### src/rtl/core/mmpc_pkg.sv
// shared constants, types and modular helpers for the matrix product checksum block
// no dependencies; every other file but mmpc_ram refers to it by scoped names
package mmpc_pkg;

	// largest matrix dimension held in the element stores
	localparam int MAX_DIM = 128;

	localparam int KIND_W  = 2;
	localparam int ROW_W   = 7;
	localparam int COL_W   = 7;
	localparam int VAL_W   = 10;
	localparam int SIZE_W  = 8;
	localparam int RES_W   = 10;

	localparam int SIZE_RESET = 128;

	localparam int IDX_W     = (MAX_DIM > 1) ? $clog2(MAX_DIM) : 1;
	localparam int DIM_W     = $clog2(MAX_DIM + 1);
	localparam int MEM_DEPTH = MAX_DIM * MAX_DIM;
	localparam int ADDR_W    = (MEM_DEPTH > 1) ? $clog2(MEM_DEPTH) : 1;

	localparam int unsigned MODULUS = 997;

	// x mod 997 for x below 2^20: q = (x * 1051) >> 20 is q or q-1
	localparam int PROD_W      = 2 * RES_W;
	localparam int RECIP       = 1051;
	localparam int RECIP_W     = 11;
	localparam int RECIP_SHIFT = 20;
	localparam int QP_W        = PROD_W + RECIP_W;

	// op queue between front and back
	localparam int QDEPTH = 4;
	localparam int QPTR_W = $clog2(QDEPTH);
	localparam int QCNT_W = $clog2(QDEPTH + 1);

	localparam logic [KIND_W-1:0] KIND_LOAD_A  = 2'd0;
	localparam logic [KIND_W-1:0] KIND_LOAD_B  = 2'd1;
	localparam logic [KIND_W-1:0] KIND_COMPUTE = 2'd2;

	typedef enum logic [1:0] {
		OP_LOAD_A  = 2'd0,
		OP_LOAD_B  = 2'd1,
		OP_COMPUTE = 2'd2
	} op_t;

	typedef struct packed {
		op_t               op;
		logic [ADDR_W-1:0] addr;
		logic [RES_W-1:0]  value;
	} op_entry_t;

	// one conditional subtract, valid for inputs below twice the modulus
	function automatic logic [RES_W-1:0] reduce_once(input logic [RES_W:0] v);
		logic [RES_W:0] d;
		d = v - (RES_W + 1)'(MODULUS);
		reduce_once = (v >= (RES_W + 1)'(MODULUS)) ? d[RES_W-1:0] : v[RES_W-1:0];
	endfunction

	function automatic logic [RES_W-1:0] mod_add(input logic [RES_W-1:0] a,
		input logic [RES_W-1:0] b);
		mod_add = reduce_once({1'b0, a} + {1'b0, b});
	endfunction

endpackage

### src/rtl/core/mmpc_if.sv
// valid/ready channel interfaces: input items, checksum results, size register writes
// depends on mmpc_pkg for field widths
interface mmpc_item_if;
	logic                           valid;
	logic                           ready;
	logic [mmpc_pkg::KIND_W-1:0]    kind;
	logic [mmpc_pkg::ROW_W-1:0]     row_index;
	logic [mmpc_pkg::COL_W-1:0]     col_index;
	logic [mmpc_pkg::VAL_W-1:0]     element_value;

	modport source(output valid, kind, row_index, col_index, element_value, input ready);
	modport sink(input valid, kind, row_index, col_index, element_value, output ready);
endinterface


### src/rtl/core/mmpc_front.sv
// front end: accepts input transactions, drops unused kinds and out-of-range loads,
// reduces values, forms store addresses and queues ops for the back end; uses mmpc_pkg
module mmpc_front (
	input  logic                  clk,
	input  logic                  arst_n,
	mmpc_item_if.sink             item,
	output logic                  head_valid,
	output mmpc_pkg::op_entry_t   head,
	input  logic                  pop
);

	mmpc_pkg::op_entry_t entries_q [mmpc_pkg::QDEPTH];
	logic [mmpc_pkg::QPTR_W-1:0] wr_ptr_q;
	logic [mmpc_pkg::QPTR_W-1:0] rd_ptr_q;
	logic [mmpc_pkg::QCNT_W-1:0] count_q;

	logic                accept;
	logic                keep;
	logic                in_range;
	logic                push;
	mmpc_pkg::op_entry_t new_entry;

	assign item.ready = (count_q != mmpc_pkg::QCNT_W'(mmpc_pkg::QDEPTH));
	assign accept     = item.valid && item.ready;

	assign in_range = (int'(item.row_index) < mmpc_pkg::MAX_DIM)
		&& (int'(item.col_index) < mmpc_pkg::MAX_DIM);

	always_comb begin
		keep             = 1'b0;
		new_entry.op     = mmpc_pkg::OP_LOAD_A;
		new_entry.addr   = mmpc_pkg::ADDR_W'(item.row_index)
			* mmpc_pkg::ADDR_W'(mmpc_pkg::MAX_DIM) + mmpc_pkg::ADDR_W'(item.col_index);
		new_entry.value  = mmpc_pkg::reduce_once(
			(mmpc_pkg::RES_W + 1)'(item.element_value));
		case (item.kind)
			mmpc_pkg::KIND_LOAD_A: begin
				keep         = in_range;
				new_entry.op = mmpc_pkg::OP_LOAD_A;
			end
			mmpc_pkg::KIND_LOAD_B: begin
				keep         = in_range;
				new_entry.op = mmpc_pkg::OP_LOAD_B;
			end
			mmpc_pkg::KIND_COMPUTE: begin
				keep         = 1'b1;
				new_entry.op = mmpc_pkg::OP_COMPUTE;
			end
			default: begin
				keep = 1'b0;
			end
		endcase
	end

	assign push = accept && keep;

	always_ff @(posedge clk) begin
		if (push) begin
			entries_q[wr_ptr_q] <= new_entry;
		end
	end

	always_ff @(posedge clk or negedge arst_n) begin
		if (!arst_n) begin
			wr_ptr_q <= '0;
			rd_ptr_q <= '0;
			count_q  <= '0;
		end else begin
			if (push) begin
				wr_ptr_q <= wr_ptr_q + mmpc_pkg::QPTR_W'(1);
			end
			if (pop) begin
				rd_ptr_q <= rd_ptr_q + mmpc_pkg::QPTR_W'(1);
			end
			case ({push, pop})
				2'b10:   count_q <= count_q + mmpc_pkg::QCNT_W'(1);
				2'b01:   count_q <= count_q - mmpc_pkg::QCNT_W'(1);
				default: count_q <= count_q;
			endcase
		end
	end

	assign head_valid = (count_q != '0);
	assign head       = entries_q[rd_ptr_q];

	a_count_bound: assert property (@(posedge clk) disable iff (!arst_n)
		count_q <= mmpc_pkg::QCNT_W'(mmpc_pkg::QDEPTH))
		else $error("op queue count above depth");

	a_pop_nonempty: assert property (@(posedge clk) disable iff (!arst_n)
		pop |-> count_q != '0)
		else $error("op queue popped while empty");

	a_ptr_gap: assert property (@(posedge clk) disable iff (!arst_n)
		(count_q == '0 || count_q == mmpc_pkg::QCNT_W'(mmpc_pkg::QDEPTH))
		|-> wr_ptr_q == rd_ptr_q)
		else $error("op queue pointers disagree with count");

endmodule

### src/flat_wrapper.sv
// flat-port wrapper written by rule: the top's interface ports become plain ports
module mmpc_front_flat 
  (clk, arst_n, head_valid, head, pop, item_valid, item_kind, item_row_index, item_col_index, item_element_value, item_ready);
  mmpc_item_if item_i ();
  input  logic clk;
  input  logic arst_n;
  output logic head_valid;
  output mmpc_pkg::op_entry_t head;
  input  logic pop;
  input wire logic [$bits(item_i.valid)-1:0] item_valid;
  input wire logic [$bits(item_i.kind)-1:0] item_kind;
  input wire logic [$bits(item_i.row_index)-1:0] item_row_index;
  input wire logic [$bits(item_i.col_index)-1:0] item_col_index;
  input wire logic [$bits(item_i.element_value)-1:0] item_element_value;
  output wire logic [$bits(item_i.ready)-1:0] item_ready;
  assign item_i.valid = item_valid;
  assign item_i.kind = item_kind;
  assign item_i.row_index = item_row_index;
  assign item_i.col_index = item_col_index;
  assign item_i.element_value = item_element_value;
  assign item_ready = item_i.ready;
  mmpc_front u_core (.clk(clk), .arst_n(arst_n), .item(item_i), .head_valid(head_valid), .head(head), .pop(pop));
endmodule
### config.mk
export PLATFORM = sky130hd
export DESIGN_NAME = mmpc_front_flat
export DESIGN_NICKNAME = d
export VERILOG_FILES = /design/src/rtl/core/mmpc_pkg.sv /design/src/rtl/core/mmpc_if.sv /design/src/rtl/core/mmpc_front.sv /design/src/flat_wrapper.sv
export SDC_FILE = /design/constraint.sdc
export NUM_CORES = 1
export LEC_CHECK = 0
export BUFFER_PORTS_ARGS = -buffer_cell sky130_fd_sc_hd__buf_2
export CAP_MARGIN = 20
export CORE_ASPECT_RATIO = 0.7
export CORE_MARGIN = 4
export CORE_UTILIZATION = 35
export CTS_CLUSTER_DIAMETER = 120
export DETAILED_ROUTE_END_ITERATION = 10
export PLACE_DENSITY = 0.56
export SYNTH_ARGS = -nofsm -noshare
export SYNTH_HDL_FRONTEND = slang
export SYNTH_SLANG_ARGS = --single-unit
export TNS_END_PERCENT = 5
### constraint.sdc
create_clock -name clk -period 2.8 [get_ports clk]
set_clock_uncertainty 0.15 [all_clocks]
set_input_delay 0.28 -clock clk [delete_from_list [all_inputs] [get_ports clk]]
set_output_delay 0.28 -clock clk [all_outputs]
set_load 0.05 [all_outputs]
# Word-level counts from Yosys, hierarchy flattened
# Memory sizes are Yosys's and may differ from the RTL's.
# Cells that the tools add are included.
# Widths: inputs -> output; s select.
# word_totals
elab_cells	28
mem_count	1
ram_bits	104
reg_bits	7
output_inout_bits	28
# memory_table
memory	words	word_bits	read_ports	rd_ports_with_merged_regs	write_ports	line	text
u_core.entries_q	4	26	1	0	1	mmpc_front.sv:12	mmpc_pkg::op_entry_t entries_q [mmpc_pkg::QDEPTH];
# classes
order_cmp	1
n_eq_ne	5
reduce_logical	6
addsub	6
n_mux	6
# ops
cell	count
$add 14x7->14	1
$ge 10x10->1 const B	1
$mux 10	1
$sub 10x10->10 const B	1
$pmux 3 s2	1
$add 2x1->2 const B	2
$eq 2x1->1 const B	2
$eq 2x2->1 const B	2
$pmux 2 s2	1
$add 3x1->3 const B	1
$mux 1	3
$ne 3x3->1 const B	1
$reduce_bool 3->1	1
$reduce_or 3->1	1
$sub 3x1->3 const B	1
$logic_and 1x1->1	2
$logic_not 2->1	1
$reduce_bool 2->1	1

# Logic depth before layout (Yosys ltp)
# Gate-level depths: netlist of run 1.
# depth
word_depth	6
depth_mapped	11

# Least setup slack after synthesis of run 1
# Ideal clock, no wire load.
# synth_path
path_type	reg-to-reg
startpoint	register u_core.count_q[1] in the netlist's numbering
endpoint	register u_core.count_q[2] in the netlist's numbering
path_stages_with_launch	12
required_ns	2.571
slack_ns	0.442
arrival_ns	2.129
path_cell_list	dfrtp_1 > inv_1 > nand3_2 > and3_1 > buf_6 > inv_1 > ha_1 > inv_1 > fa_1 > xor2_1 > nor2_1 > xor2_1
# synth_between
elab_chain_len	5
word_cells_on_any_way	9
classes_between	2 x add/sub; 3 x eq/ne; 1 x mux; 3 x reduce/logical
# synth_rtl
element	line	text
start, declared	mmpc_front.sv:15	logic [mmpc_pkg::QCNT_W-1:0] count_q;
start signal, assigned	mmpc_front.sv:76	2'b10: count_q <= count_q + mmpc_pkg::QCNT_W'(1);
start signal, assigned	mmpc_front.sv:77	2'b01: count_q <= count_q - mmpc_pkg::QCNT_W'(1);
start signal, assigned	mmpc_front.sv:78	default: count_q <= count_q;
$ne 3x3->1 (*)	mmpc_front.sv:23	assign item.ready = (count_q != mmpc_pkg::QCNT_W'(mmpc_pkg::QDEPTH));
named net item_ready	flat_wrapper.sv:15	output wire logic [$bits(item_i.ready)-1:0] item_ready;
$logic_and 1x1->1 (*)	mmpc_front.sv:24	assign accept = item.valid && item.ready;
$logic_and 1x1->1 (*)	mmpc_front.sv:55	assign push = accept && keep;
$eq 2x1->1 / $eq 2x2->1 (equally long branches)	mmpc_front.sv:75	case ({push, pop})
$pmux 3 s2 / $reduce_bool 2->1 (equally long branches)	--	
# The timed path passes the listed nets; every way through them passes the cells marked *.
# A chain may end at the register's enable or synchronous reset.

==> metrics, run 1 <==
Worst slew margin=0.679; H-tree Lvls=3; largest net degree at the start of global routing=27; Crit Path Category=register to output port; met3 WL=about 440 µm; DR top layer=met4; Site Rows=34; total power=approximately 5.9 mW; WL met1=between 3000 and 4000 µm; Final Cell Area=between 0.005 and 0.006 mm²; clock sinks=111; most common cell after layout, fill and taps aside=edfxtp_1; die area=~0.015 mm²; Switch Pwr=between 2 and 2.5 mW; maximum VDD drop=around 0.00063 V; Clock transition at path regs=about 70 ps; hold crit path type=input pin to register; Pleak=approximately 1.9 nW; R2R setup slack=650 ps; Setup-failing EPs final=0; fin cells=~460; Synth cell types=30; mean post-synth cell area=roughly 21 µm²; DP Worst Slack=between 500 and 600 ps; antenna viol nets, final=0; overall routed net length=approximately 7800 µm; final worst slack=approximately 200 ps; GPL Wtd Cong=~0.78; commonest non-fill, non-tap cells in the layout=104 x edfxtp_1, 57 x buf_2, 18 x mux4_2; Synth area leaders=edfxtp_1 70%, mux4_2 9.1%, mux4_1 4.7%, dfrtp_1 3.9%, ha_1 2.0%; Clk network pwr share=0.246; worst hold slack=~13 ps; Worst Max-Slew Pin Slew=roughly 480 ps; number of buffers created by CTS=9; Buffers on Ports=57; WL met2=~3400 µm; first-pass GRT wire length=between 10000 and 15000 µm; Worst Path Max Fanout=15; Post-CTS Resized=0; starting density of the core=0.358; number of global-route vias before repair=2197; via count=about 2100; initial drt markers=95; worst hold path depth=1; placed cell area=just under 0.005 mm²; Worst EP arrival=~2200 ps; #FFs+latches synth=~110; Flop pwr share=0.382; register area share after synthesis=0.739; Hold-fix buffers, CTS=11; net count after synthesis=251; gr usage total=0.113; combinational power share=0.371; drt drc=0; dominant cell type by area after synthesis=edfxtp_1; Cell Count Post-Placement=roughly 430; status=finished, final reports clean; Die Wd=143 µm; Power Density=approximately 1100 mW/mm²; root buffer cell=clkbuf_16; Longest Clk Path Bufs=2; synth warn=0; setup TNS=0 ps; DP HPWL=5150 µm; Setup Fix Bufs, Post-CTS=0; final core utilization=0.432; achievable clock frequency=slightly below 400 MHz; Top Ports=58; P&R area growth vs syn=20.7%; die height=around 100 µm; switching share of total power=0.373; max_cap viols=0; gr ovfl total=0; layout filler cell count=1111; final count of pins violating max slew=0; clock tree from TritonCTS=built; ANT cells=0; Synth top area share=0.700; Final Hold Viols=0; crit path capture type=output port; Setup crit start kind=register; drt via density=roughly 4.6; Core Area=between 0.01 and 0.015 mm²; Worst EP required=about 2400 ps; Synth Instances=213; synthesized cell area=between 0.004 and 0.005 mm²; DRT Pass-1 Iters=4; initial antenna violation count=0; routed len/inst=17.0 µm; minimum clock period=2600 ps; RSZ-0062 raised after global routing=false; share of cells above drive strength 1=0.350; worst-skew pair later-pin latency=approximately 340 ps; Int Pwr=between 3 and 4 mW; R2R depth=10; part of the cycle the worst path needs=0.928; Nets=330
==> power groups by stage <==
| stage | logic (mW) | registers [mW] | clock network (mW) |
|---|---|---|---|
| finish | 2.20 | 2.26 | 1.46 |
| floorplan | 1.85 | 2.22 | 0 |
| CTS | 2.25 | 2.27 | 1.50 |
| detailed placement | 2.24 | 2.30 | 0 |
| global placement | 2.24 | 2.30 | 0 |
| global route | 2.34 | 2.29 | 1.57 |
==> worst max-delay path, stage by stage (launching register included) <==
cell	delay (ps)
dfrtp_2	640
buf_4	380
mux4_2	570
buf_2	230
==> final cells by class <==
type,count,area [µm²],area share
Sequential cell,111,3300,0.613
Multi-Input combinational cell,86,1050,0.195
Timing Repair Buffer,75,448,0.0832
Clock buffer,9,225,0.0418
Tap cell,162,203,0.0376
Clock inverter,7,125,0.0232
Inverter,9,33.8,0.00627
==> cell usage after synthesis <==
cell / number
fa_1: 1
mux4_2: 18
a21oi_1: 3
mux2_2: 1
o21ai_0: 5
nor2b_1: 5
ha_1: 7
dfrtp_1: 7
buf_12: 2
nor3_2: 1
mux2_4: 1
nand3_2: 1
inv_2: 1
buf_6: 2
nand4_1: 1
nor2_1: 5
xnor2_1: 5
buf_2: 3
edfxtp_1: 104
nand2b_1: 2
o21a_1: 1
nand3_1: 2
and2_1: 7
and3_1: 1
or3_1: 1
inv_1: 8
or2_1: 1
xor2_1: 3
mux4_1: 8
nand2_1: 6
==> registers in the layout, summed over array words and instances (netlist names) <==
register and flops:
u_core.count_q 3, u_core.entries_q 104, u_core.rd_ptr_q 2, u_core.wr_ptr_q 2
==> layer usage <==
layer | vias up | track usage
met5 | - | 0
met2 | 52 | 0.167
met1 | 1057 | 0.158
met3 | 10 | 0.0421
met4 | 0 | 0.0351
li1 | 1005 | -
==> kinds of logic after synthesis <==
| logic type | count (synthesis) | synth area share |
|---|---|---|
| buffers and inverters | 16 | 0.0250 |
| multiplexers | 28 | 0.144 |
| flip-flops | 111 | 0.739 |
| AND/OR/NAND/NOR | 33 | 0.0412 |
| adder cells (fa/ha/maj) | 8 | 0.0241 |
| XOR/XNOR | 8 | 0.0157 |
| AO/OA/AOI/OAI | 9 | 0.0107 |
==> worst paths after layout <==
kind | from | to
setup / recovery | u_core.rd_ptr_q[0] | head[23]
hold / removal | item_row_index[1] | u_core.entries_q[2][18]
setup reg to reg | u_core.count_q[1] | u_core.count_q[2]
hold reg to reg | u_core.count_q[1] | u_core.count_q[1]
min in group asynchronous | arst_n | u_core.wr_ptr_q[1]
max in group asynchronous | arst_n | u_core.rd_ptr_q[0]
(Power assumes the default switching activity.)
==> run 2, diff against run 1 <==
CORE_UTILIZATION = 57   (was 35)
GPL_ROUTABILITY_DRIVEN = 1   (was default)
PLACE_DENSITY = 0.82   (was 0.56)
REMOVE_ABC_BUFFERS = 1   (was default)
==> metrics, run 2 (synthesized netlist as in run 1, its figures left out) <==
Core Area=0.00745 mm² (-40%); gr ovfl total=0 (unchanged); R2R depth=10 (unchanged); r2r startpoint=u_core.count_q[0]; worst hold slack=106 ps (+92.7 ps); Hold-fix buffers, CTS=16 (+5); status=finished, final reports clean; Top Ports=58 (unchanged); Cell Count Post-Placement=370 (-14%); Setup-failing EPs final=0 (unchanged); Nets=337 (+2.1%); Crit Path Category=register to output port; drt via density=5.42 (+17%); Longest Clk Path Bufs=2 (unchanged); GR peak layer=met2; GPL Wtd Cong=0.778 (-0.31%); initial drt markers=167 (+76%); largest net degree at the start of global routing=20 (-26%); max_cap viols=0 (unchanged); die area=0.00933 mm² (-36%); final core utilization=0.705 (+0.273); crit path capture type=output port; drt drc=0 (unchanged); clock tree from TritonCTS=built; maximum VDD drop=0.000631 V (+0.41%); P&R area growth vs syn=17.7%; via count=2179 (+2.6%); worst-skew pair later-pin latency=350 ps (about the same); initial antenna violation count=0 (unchanged); first-pass GRT wire length=11700 µm (-3.4%); minimum clock period=2430 ps (-171 ps); most common cell after layout, fill and taps aside=edfxtp_1; Buffers on Ports=57 (unchanged); Clock transition at path regs=100 ps (+30 ps); Hold EP=u_core.entries_q[1][25]; Worst EP required=2370 ps (about the same); Reg2Reg Capture Point=u_core.count_q[2]; RSZ-0062 raised after global routing=false; worst hold path depth=2 (+1); placed cell area=0.00491 mm² (-0.30%); number of global-route vias before repair=2345 (+6.7%); Site Rows=26 (-24%); number of buffers created by CTS=9 (unchanged); R2R setup slack=580 ps (-70 ps); Final Cell Area=0.00525 mm² (-2.5%); GRT met1 Usage=0.220 (+0.0628); multi-input logic area=0.00105 mm² (unchanged); part of the cycle the worst path needs=0.866 (-0.0612); share of cells above drive strength 1=0.345 (-0.00477); Setup Fix Bufs, Post-CTS=0 (unchanged); antenna viol nets, final=0 (unchanged); Pleak=1.89 nW (-1.7%); DRT Pass-1 Iters=4 (unchanged); Post-CTS Resized=0 (unchanged); Worst EP arrival=2000 ps (-170 ps); setup TNS=0 ps (unchanged); Setup crit start kind=register; Biggest register=u_core.entries_q; DP Worst Slack=590 ps (+69.1 ps); Worst Path Max Fanout=10 (-5); Power Density=1020 mW/mm² (-6.8%); Largest register FFs=104 (unchanged); overall routed net length=7330 µm (-6.4%); Die Wd=114 µm (-20%); fin cells=402 (-12%); worst hold path startpoint=item_kind[0]; starting density of the core=0.599 (+0.241); final worst slack=374 ps (+171 ps); Worst Max-Slew Pin Slew=536 ps (+58.9 ps); DP HPWL=5020 µm (-2.5%); hold crit path type=input pin to register; Storage cell area=0.00330 mm² (unchanged); grt met2 use=0.298 (+0.131); top flop regs=u_core.entries_q: 104 flops, u_core.count_q: 3 flops; achievable clock frequency=412 MHz (+7.1%); total power=5.38 mW (-9.2%); routed len/inst=18.2 µm (+6.9%); root buffer cell=clkbuf_8; layout filler cell count=448 (-60%); ANT cells=0 (unchanged); Final Hold Viols=0 (unchanged); H-tree Lvls=3 (unchanged); clock sinks=111 (unchanged); final count of pins violating max slew=0 (unchanged); met3 usage=0.0449 (+0.00282); die height=82.0 µm (-20%); Worst slew margin=0.643 (-0.0359); gr usage total=0.172 (+0.0591); commonest non-fill, non-tap cells in the layout=104 x edfxtp_1, 57 x buf_2, 18 x mux4_2
-- run 2: cell types whose count changed in the layout (fill, tap and decap cells not counted), sizes merged --
cell,change
clkinv,+2
dlygate4sd3,+5
clkbuf,+1
bufinv,-3
buf,+2
-- run 2: worst max-delay path by stage --
| stage | start | to | slack [ps] | depth (start not counted) |
|---|---|---|---|---|
| 6_report | u_core.rd_ptr_q[0] | head[6] | 370 | 3 |
| 5_1_grt | u_core.rd_ptr_q[0] | head[2] | 250 | 3 |
| 4_1_cts | u_core.rd_ptr_q[0] | head[6] | 330 | 3 |
| 3_5_place_dp | u_core.count_q[1] | u_core.count_q[2] | 590 | 10 |
| 3_3_place_gp | u_core.count_q[1] | u_core.count_q[2] | 720 | 10 |
| 2_1_floorplan | u_core.rd_ptr_q[0] | head[0] | 300 | 1 |
-- run 2: per-layer routing --
metal  routed length [µm]  up-vias
li1                     -     1023
met4                   81        0
met2                 3720       48
met5                    0        -
met1                 3220     1101
met3                  307        7
-- run 2: power by group --
group	leakage [nW]	total, mW	switching [mW]	internal [mW]
clock network	0.0918	0.850	0.512	0.338
registers	1.03	2.27	0.148	2.12
logic	0.769	2.26	1.49	0.761
-- run 2: area by class of cell --
class                           instances  area share
Inverter                                9     0.00643
Multi-Input combinational cell         86       0.200
Tap cell                               98      0.0234
Timing Repair Buffer                   82       0.107
Clock inverter                          6      0.0100
Sequential cell                       111       0.628
Clock buffer                           10      0.0243
-- run 2: critical path, cell delays in order (launching register included) --
cell	delay, ps
dfrtp_2	580
buf_4	270
mux4_1	560
buf_2	220
